### src/rtl/core/sti_pkg.sv
`timescale 1ns / 1ps
// ----------------------------------------------------------------------------
// sti_pkg
// Widths and shared types for the symmetric tensor invariants pipeline.
// ----------------------------------------------------------------------------
package sti_pkg;
  localparam int CompBits   = 16;
  localparam int TraceBits  = CompBits + 2;
  localparam int SecondBits = 2 * CompBits + 1;
  localparam int DetBits    = 3 * CompBits + 1;
  localparam int RootBits   = CompBits + 1;
  // sum of squares: max 9 * 2^30 fits in 34 bits
  localparam int SqBits     = 2 * CompBits + 2;
  localparam int ProdBits   = 2 * CompBits;
  // root stages, two root bits resolved per stage
  localparam int RootSteps  = RootBits;
  localparam int RootPerStg = 2;
  localparam int RootStages = (RootSteps + RootPerStg - 1) / RootPerStg;
  // ceil(2^TraceBits / 3): x * Recip3 >> TraceBits is floor(x/3) for x < 2^17
  localparam int Recip3     = ((1 << TraceBits) + 2) / 3;

  typedef logic signed [CompBits-1:0]   comp_t;
  typedef logic signed [ProdBits:0]     prod_t;
  typedef logic signed [DetBits-1:0]    det_t;
  typedef logic        [SqBits-1:0]     sq_t;
  typedef logic        [RootBits-1:0]   root_t;

  // square-root working state for one radicand
  typedef struct packed {
    sq_t   rem;
    root_t root;
  } sqrt_st_t;
endpackage

### src/rtl/core/sti_sqrt_stage.sv
`timescale 1ns / 1ps
// ----------------------------------------------------------------------------
// sti_sqrt_stage
// Two steps of the digit-by-digit square root, combinational.
// ----------------------------------------------------------------------------
module sti_sqrt_stage
  import sti_pkg::*;
(
  input  sq_t      rad,
  input  int       first_step,
  input  sqrt_st_t st_in,
  output sqrt_st_t st_out
);
  logic [SqBits+1:0] trial;
  logic [SqBits+1:0] rem_w;
  root_t             rt;
  int                k;

  // restoring root: bring down a radicand bit pair, try (4r+1)
  always_comb begin
    rem_w = {2'b00, st_in.rem};
    rt    = st_in.root;
    for (int s = 0; s < RootPerStg; s++) begin
      k = first_step + s;
      if (k < RootSteps) begin
        rem_w = {rem_w[SqBits-1:0], rad[2*(RootSteps-1-k)+1 -: 2]};
        trial = (SqBits+2)'({rt, 2'b01});
        rt = {rt[RootBits-2:0], 1'b0};
        if (rem_w >= trial) begin
          rem_w = rem_w - trial;
          rt[0] = 1'b1;
        end
      end else begin
        trial = '0;
      end
    end
    st_out.rem  = rem_w[SqBits-1:0];
    st_out.root = rt;
  end
endmodule

### src/rtl/core/sti_sqrt.sv
`timescale 1ns / 1ps
// ----------------------------------------------------------------------------
// sti_sqrt
// Pipelined floor square root, two root bits per register stage.
// ----------------------------------------------------------------------------
module sti_sqrt
  import sti_pkg::*;
(
  input  logic  clk,
  input  logic  en,
  input  sq_t   rad,
  output root_t root
);
  sq_t      rad_r [RootStages];
  sqrt_st_t st_r  [RootStages];
  sqrt_st_t st_c  [RootStages];

  for (genvar g = 0; g < RootStages; g++) begin : g_stg
    sqrt_st_t st_src;
    sq_t      rad_src;
    if (g == 0) begin : g_first
      assign st_src  = '0;
      assign rad_src = rad;
    end else begin : g_rest
      assign st_src  = st_r[g-1];
      assign rad_src = rad_r[g-1];
    end
    sti_sqrt_stage u_stg (
      .rad(rad_src), .first_step(g * RootPerStg), .st_in(st_src), .st_out(st_c[g])
    );
    always_ff @(posedge clk) begin
      if (en) begin
        st_r[g]  <= st_c[g];
        rad_r[g] <= rad_src;
      end
    end
  end

  assign root = st_r[RootStages-1].root;
endmodule

### config.mk
export PLATFORM = sky130hd
export DESIGN_NAME = sti_sqrt
export DESIGN_NICKNAME = d
export VERILOG_FILES = /design/src/rtl/core/sti_pkg.sv /design/src/rtl/core/sti_sqrt_stage.sv /design/src/rtl/core/sti_sqrt.sv
export SDC_FILE = /design/constraint.sdc
export NUM_CORES = 1
export LEC_CHECK = 0
export BUFFER_PORTS_ARGS = -buffer_cell sky130_fd_sc_hd__buf_2
export CAP_MARGIN = 25
export CORE_MARGIN = 2
export CORE_UTILIZATION = 30
export CTS_CLUSTER_DIAMETER = 40
export DETAILED_ROUTE_END_ITERATION = 7
export SLEW_MARGIN = 0
export SYNTH_ARGS = -nofsm -noshare
export SYNTH_HDL_FRONTEND = slang
export SYNTH_SLANG_ARGS = --single-unit
### constraint.sdc
create_clock -name clk -period 16.5 [get_ports clk]
set_clock_uncertainty 0.1 [all_clocks]
set_input_delay 3.3 -clock clk [delete_from_list [all_inputs] [get_ports clk]]
set_output_delay 3.3 -clock clk [all_outputs]
set_load 0.05 [all_outputs]
Word level (Yosys, flattened, before mapping) --
Memory sizes are Yosys's and may differ from the RTL's. Index checks and enable logic that the tools add are counted.
Cells by class: $add $sub $neg 17, multiply operators 0, div/mod/pow operators 0, magnitude comparators 17, equal/unequal tests 0, shift-type cells 0, multiplexer cells 36, bitwise logic cells 0, reductions and logical operators 0
Operators by type and width (number):
- $mux 34 | 17
- $ge 36x19->1 | 15
- $sub 34x19->34 | 15
- $ge 36x3->1 | 1
- $sub 34x3->34 | 1
- $mux 1 | 19
- $sub 2x1->3 const B | 1
- $ge 2x1->1 const B | 1
Word-level totals: bits in registers 0, bits in latches 0, memory bits (writable) 765, memory bits (read-only) 0, input port bits 36, output and inout port bits 17, logic and storage cells 72, memories kept 2
Memories:
- st_r | words 9, bits a word 51, read ports 9, clocked after Yosys merged registers in 0, wr ports 9, line sti_sqrt.sv:15 | sqrt_st_t st_r [RootStages];
- rad_r | words 9, bits a word 34, read ports 8, clocked after Yosys merged registers in 0, wr ports 9, line sti_sqrt.sv:14 | sq_t rad_r [RootStages];

Logic depth before layout (Yosys ltp) --
Gate-level depths: netlist of run 1. An unclocked memory read counts as a cell.
depth after elaboration 5, mapped depth 26, gate-level depth less buffers 22

Cells and area by module --
A second synthesis of run 1 with hierarchy kept.
Second synthesis, totals: cell total of the unflattened synthesis 9386, area, all modules 77875.9 sq um
By module, submodules not included:
- sti_sqrt_stage (g_stg[0].u_stg ...) | times used 6, cells each 972, area an instance 6361.1 sq um, seq. area each 0.0 sq um
- sti_sqrt | times used 1, cells each 699, area an instance 20937.6 sq um, seq. area each 20930.1 sq um
- sti_sqrt_stage (g_stg[8].u_stg) | times used 1, cells each 973, area an instance 6338.6 sq um, seq. area each 0.0 sq um
- sti_sqrt_stage (g_stg[5].u_stg) | times used 1, cells each 944, area an instance 6256.0 sq um, seq. area each 0.0 sq um
- sti_sqrt_stage (g_stg[7].u_stg) | times used 1, cells each 938, area an instance 6177.2 sq um, seq. area each 0.0 sq um

Worst setup path after synthesis of run 1 --
OpenSTA, ideal clock, no wires.
kind register to register, start memory st_r[0][281] (netlist name), end memory st_r[0][348] (netlist name), data pin, library setup time 0.264 ns, arrival time 5.170 ns, required time 16.136 ns, slack 10.966 ns, stages on the path, launching flop included 22, buffers on the path 4, period minus slack after synthesis 5.534 ns, cells stage by stage edfxtp_1 > ha_1 > clkbuf_1 > and3_1 > and2_1 > o311ai_0 > nand4bb_1 > clkbuf_1 > clkbuf_1 > clkbuf_1 > a21oi_1 > ha_1 > a21o_1 > a21o_1 > a21o_1 > or3b_2 > o21ai_0 > a21boi_0 > o21a_1 > a311o_1 > nor4_1 > xnor2_1
RTL lines (line):
- from (decl) | sti_sqrt.sv:15

==> metrics.cfg, run 1 <==
[sta]
worst_pin_slew_ns = 1.017
slew_viol_final = 0
fmax_mhz = 141.7
period_minus_slack_ns = 7.056
setup_viol = 0
hold_violations = 0
rsz0062_at_grt = no
finalCritPeriodShare_pct = 42.76
fin_tns_setup_ns = 0
relSlewSlack_pct = 32.23
fin_ws_ns = 9.444

[synth]
synthesis.instances = 3133
synth_cell_types = 103
ys_ff_latch = 466
avgSynthCellArea_um2 = 9.991
synthTopCellsByArea = edfxtp_1 (45%), ha_1 (6.7%), xnor2_1 (6.4%), nor2_1 (3.5%), a21oi_1 (3.5%)
post-synth-top-area-cell = edfxtp_1
ys_warn_count = 0
synth_ff_type = edfxtp_1
yosysSeqAreaShare_pct = 44.70
synth_edf_count = 466
async_reset_ff_share_pct = 0
netlist_area_um2 = 31300
synth_top_area_share_pct = 44.70

[clocking]
clk_path_buf_depth = 3
numCtsBuffers = 79
post_cts_resized = 0
post_cts_buffers = 0
insertion_delay_ns = 0.63
hold_buffers = 0
cts_sinks = 466
clk_pin_slew_worst_paths_ns = 0.06
cts_root_buf = clkbuf_16
cts_max_level = 3
cts_tree = built

[floorplan]
num_rows = 118
initial_core_util_pct = 30.24
chipHeight_um = 327.0
die_area_um2 = 106900
io_pins = 53
core_area_um2 = 103500
die_w_um = 327.0

[route]
route.detailed.drc = 0
first_pass_iters = 5
viasPerCell = 5.152
wirelength_mm = 76.84
wire_per_inst_um = 16.59
vias = 23860
drt_iter0_drc = 1426
final_antenna_net_count = 0

[place]
place_congestion = 0.8865
dpl.hpwl_mm = 59.25
dp_slack_ns = 8.795
place_area_um2 = 33040
numPortBuffers = 52

[finish]
area_growth_pct = 14.24
nets = 3397
fillerInstances = 10510
register_area_um2 = 13990
final_layout_size_suffix_gt1_share_pct = 8.705
utilization_pct = 34.55
design_area_um2 = 35760
multiInputGateArea_um2 = 16290

[global_routing]
grt_start_max_net_pins = 178
grt_pass1_wl_mm = 122.6
grt_pass1_vias = 22830
antenna_found_initial = 4
grt_util_all_layers_pct = 14.08
grt_overflow = 0

[setup_path]
crit_type = reg2reg
critPathMaxFanout = 29
arrival_ns = 7.33
cp-end-kind = flip-flop
crit_path_start_kind = flip-flop
crit_required_ns = 16.77

[pwr]
p_leak_nw = 13.14
finalPower_mw = 4.758
vdd_drop_max_uv = 128.6
power_density_nw_per_um2 = 133.1

[flow_run]
max_cap_viol_count = 0

[min_path]
hp-class = reg2reg

[status]
status = completed

[per-stage QoR]
step                hold slack [ns]  cells
detailed placement           0.3045   4491
CTS                          0.2882   4630
global route                 0.2966   4631
finish                       0.2932   4632
global placement             0.3010   4491
floorplan                    0.3003   3135
[registers in the layout (all words and copies together) (netlist names)]
register  flops
st_r        338
rad_r       128
[worst paths after layout]
path	start	endpoint	slack [ns]	cells after the start
hold / removal	rad_r[0][5]	rad_r[0][39]	0.29	0
setup reg to reg	st_r[0][181]	st_r[0][230]	9.44	19
hold reg to reg	rad_r[0][5]	rad_r[0][39]	0.29	0
setup / recovery	st_r[0][181]	st_r[0][230]	9.44	19
[power breakdown]
group	switching [mW]	internal, mW
logic	0.844	0.566
registers	0.164	1.54
clock network	0.592	1.05
[final cells by class]
| cell class | instances | area share (%) |
|---|---|---|
| Tap cell | 1380 | 4.829 |
| Clock inverter | 53 | 1.907 |
| Inverter | 172 | 1.805 |
| Antenna cell | 1 | 0.006998 |
| Timing Repair Buffer | 67 | 1.162 |
| Clock buffer | 86 | 5.602 |
| Sequential cell | 466 | 39.13 |
| Multi-Input combinational cell | 2407 | 45.56 |
[synth_stat cells (17+ instances only)]
library cell	n
o21a_1	37
o21ai_0	100
a21o_1	63
nor2b_1	18
o31ai_1	28
nor2_1	293
edfxtp_1	466
xor2_1	121
nor3_1	103
inv_1	163
nor4_1	65
a31oi_1	24
nand4_1	64
a21oi_1	217
o211ai_1	23
a211oi_1	20
or4_1	31
or3_1	41
clkbuf_1	66
or2_2	20
nand2_1	236
xnor2_1	227
nand3_1	73
mux2_2	17
ha_1	168
and2_1	32
and3_1	34
nand2b_1	40
[critical path, stage by stage, from the launching register on]
cell and delay (ns):
edfxtp_1 0.46, or4_1 0.68, and4b_1 0.42, nand4_1 0.19
and3b_1 0.27, nand2_1 0.53, clkinv_1 0.45, nand2_1 0.16
nand2_1 0.09, ha_1 0.36, a21oi_1 0.33, o21a_1 0.20
o21ai_0 0.09, a2111oi_0 0.59, nand2_1 0.26, nor4b_1 0.45
and4_1 0.35, buf_16 0.20, inv_1 0.26, mux2_2 0.36
[metal layers]
| layer | global-route usage, % | wire length [um] | up-vias |
|---|---|---|---|
| met5 | 0 | 0 | - |
| met4 | 5.026 | 2301 | 0 |
| met3 | 2.101 | 3064 | 152 |
| met2 | 24.45 | 37620 | 505 |
| met1 | 17.74 | 33860 | 11320 |
| li1 | - | - | 11890 |
[layout by cell type, fill, tap and decap left out, types with 28 or more instances in the layout]
cell type  count
edfxtp_1     466
nor2_1       293
nand2_1      236
xnor2_1      227
a21oi_1      217
ha_1         168
inv_1        163
xor2_1       121
nor3_1       103
o21ai_0      100
clkbuf_16     79
nand3_1       73
nor4_1        65
nand4_1       64
a21o_1        63
buf_2         51
or3_1         41
nand2b_1      40
o21a_1        37
and3_1        34
and2_1        32
or4_1         31
o31ai_1       28
[cell families after synthesis]
group	after synthesis	share of synthesized area [%]
other	1	0.01198
XOR/XNOR	349	9.789
AO/OA/AOI/OAI	689	14.72
AND/OR/NAND/NOR	1168	19.75
multiplexers	30	1.031
buffers and inverters	262	3.278
adder cells (fa/ha/maj)	168	6.715
flip-flops	466	44.70
No activity file was read; power rests on OpenSTA's default activity.
==> run 2, diff against run 1 <==
==> constraint.sdc (replaced) <==
create_clock -name clk -period 7.05 [get_ports clk]
set_clock_uncertainty 0.1 [all_clocks]
set_input_delay 1.41 -clock clk [delete_from_list [all_inputs] [get_ports clk]]
set_output_delay 1.41 -clock clk [all_outputs]
set_load 0.05 [all_outputs]
==> metrics.cfg, run 2 (synthesized netlist as in run 1, its figures left out) <==
[status]
status = completed  ; unchanged

[sta]
rsz0062_at_grt = no  ; unchanged
fin_tns_setup_ns = 0  ; unchanged
fmax_mhz = 154.1  ; was 141.7 MHz
setup_viol = 0  ; unchanged
finalCritPeriodShare_pct = 92.07  ; was 42.76%
relSlewSlack_pct = 36.50  ; was 32.23%
period_minus_slack_ns = 6.491  ; was 7.056 ns
slew_viol_final = 0  ; unchanged
worst_pin_slew_ns = 0.9285  ; was 1.017 ns
hold_violations = 0  ; unchanged

[setup_path]
critPathMaxFanout = 15  ; was 29
crit_required_ns = 7.32  ; was 16.77 ns
arrival_ns = 6.76  ; was 7.33 ns
cp-end-kind = flip-flop  ; unchanged
reg2reg_slack_ns = 0.56  ; was 9.44 ns
crit_type = reg2reg  ; unchanged
crit_path_start_kind = flip-flop  ; unchanged

[place]
dp.cells = 4502  ; was 4491
place_congestion = 0.8781  ; was 0.8865
dpl.hpwl_mm = 59.20  ; was 59.25 mm
place_area_um2 = 33140  ; was 33040 um2
numPortBuffers = 52  ; unchanged

[finish]
mostFrequentLayoutCells = edfxtp_1 (466), nor2_1 (293), nand2_1 (236), xnor2_1 (227), a21oi_1 (217)  ; unchanged
regMostFlops = st_r  ; unchanged
finalNonFillerCells = 4641  ; was 4632
final_layout_size_suffix_gt1_share_pct = 8.954  ; was 8.705%
largestRegisters = st_r: 338 flops, rad_r: 128 flops  ; unchanged
largest_register_ffs = 338  ; unchanged
final_common_cell = edfxtp_1  ; unchanged
nets = 3405  ; was 3397
design_area_um2 = 35760  ; about the same
antenna_cells = 0  ; was 1
area_growth_pct = 14.25  ; was 14.24%

[global_routing]
grt_overflow = 0  ; unchanged
grt_util_all_layers_pct = 14.11  ; was 14.08%
grt_pass1_wl_mm = 122.8  ; was 122.6 mm
grt_start_max_net_pins = 163  ; was 178
antenna_found_initial = 4  ; unchanged
grt_pass1_vias = 22670  ; was 22.83k

[route]
route.detailed.drc = 0  ; unchanged
vias = 23770  ; was 23.86k
wire_per_inst_um = 16.57  ; was 16.59 um
final_antenna_net_count = 0  ; unchanged
first_pass_iters = 5  ; unchanged
wirelength_mm = 76.90  ; was 76.84 mm
drt_iter0_drc = 1695  ; was 1426
viasPerCell = 5.122  ; was 5.152

[clocking]
clk_path_buf_depth = 3  ; unchanged
insertion_delay_ns = 0.63  ; about the same
post_cts_buffers = 0  ; unchanged
cts_root_buf = clkbuf_16  ; unchanged
clk_pin_slew_worst_paths_ns = 0.06  ; about the same
cts_tree = built  ; unchanged
numCtsBuffers = 75  ; was 79
cts_sinks = 466  ; unchanged
cts_max_level = 3  ; unchanged

[floorplan]
initial_core_util_pct = 30.24  ; unchanged
io_pins = 53  ; unchanged
die_area_um2 = 106900  ; unchanged
num_rows = 118  ; unchanged
chipHeight_um = 327.0  ; unchanged
core_area_um2 = 103500  ; unchanged
die_w_um = 327.0  ; unchanged

[flow_run]
max_cap_viol_count = 0  ; unchanged

[min_path]
hp-class = reg2reg  ; unchanged

[pwr]
p_leak_nw = 13.15  ; was 13.14 nW
power_density_nw_per_um2 = 307.4  ; was 133.1 nW/um2
vdd_drop_max_uv = 202.0  ; was 128.6 uV

==> run 2: cell count changes in the layout (fill, tap and decap cells not counted), moves of 2 or more <==
cell / change
clkbuf_16: -4
bufinv_16: -3
clkinv_4: -6
buf_4: +10
clkinvlp_4: +2
inv_8: +4
inv_16: +2
==> run 2: area by class of cell <==
| type | instances | area [um2] |
|---|---|---|
| Fill cell | 10390 | 67730 |
| Timing Repair Buffer | 79 | 538.0 |
| Multi-Input combinational cell | 2407 | 16290 |
| Clock buffer | 83 | 1907 |
| Tap cell | 1380 | 1727 |
| Clock inverter | 54 | 660.6 |
| Sequential cell | 466 | 13990 |
| Inverter | 172 | 645.6 |
==> run 2: where the power goes <==
group | total, mW | switching, mW | internal [mW] | leakage [nW]
registers | 4.01 | 0.392 | 3.61 | 4.47
clock network | 3.68 | 1.41 | 2.27 | 1.24
logic | 3.30 | 1.97 | 1.33 | 7.45
==> run 2: worst paths after layout <==
path              cells after the start         start            end
hold reg to reg                       0  rad_r[0][84]  rad_r[0][118]
hold / removal                        0  rad_r[0][84]  rad_r[0][118]
setup / recovery                     20  st_r[0][180]   st_r[0][235]
setup reg to reg                     20  st_r[0][180]   st_r[0][235]
==> run 2: repair_timing <==
action | CTS | global route
hold buffers | 0 | 0
gates resized for setup | 0 | 1
endpoints found under the setup margin | 0 | 1
==> run 2: per-layer routing <==
| metal | up-vias | track usage, % | routed length, um |
|---|---|---|---|
| li1 | 11910 | - | - |
| met1 | 11130 | 18.56 | 34610 |
| met2 | 586 | 23.66 | 36460 |
| met3 | 142 | 2.047 | 3591 |
| met4 | 0 | 4.896 | 2230 |
| met5 | - | 0 | 0 |
==> run 2: through the flow <==
stage / total power, mW / hold WS, ns / setup WS, ns / util (%)
floorplan: 6.459 / 0.3003 / 1.516 / -
global placement: 7.304 / 0.3021 / 0.4934 / 32.02
detailed placement: 7.323 / 0.3045 / 0.4916 / 32.02
CTS: 11.09 / 0.2971 / 0.4661 / 34.50
global route: 11.65 / 0.3132 / 0.01805 / 34.55
finish: 10.99 / 0.2916 / 0.5590 / 34.55
==> run 2: worst max-delay path: stages, from the launching register on <==
cell,delay [ns]
edfxtp_1,0.49
or4_1,0.66
and4b_1,0.40
nand4_1,0.18
and3b_1,0.27
nand2_1,0.28
clkinv_1,0.32
nand2_1,0.15
nand2_1,0.10
ha_1,0.36
a21oi_1,0.29
o21a_1,0.19
o21ai_0,0.08
a2111oi_0,0.61
nand2_1,0.27
nor4b_1,0.46
and4_1,0.27
buf_4,0.20
inv_1,0.23
a21oi_1,0.25
xnor2_1,0.09
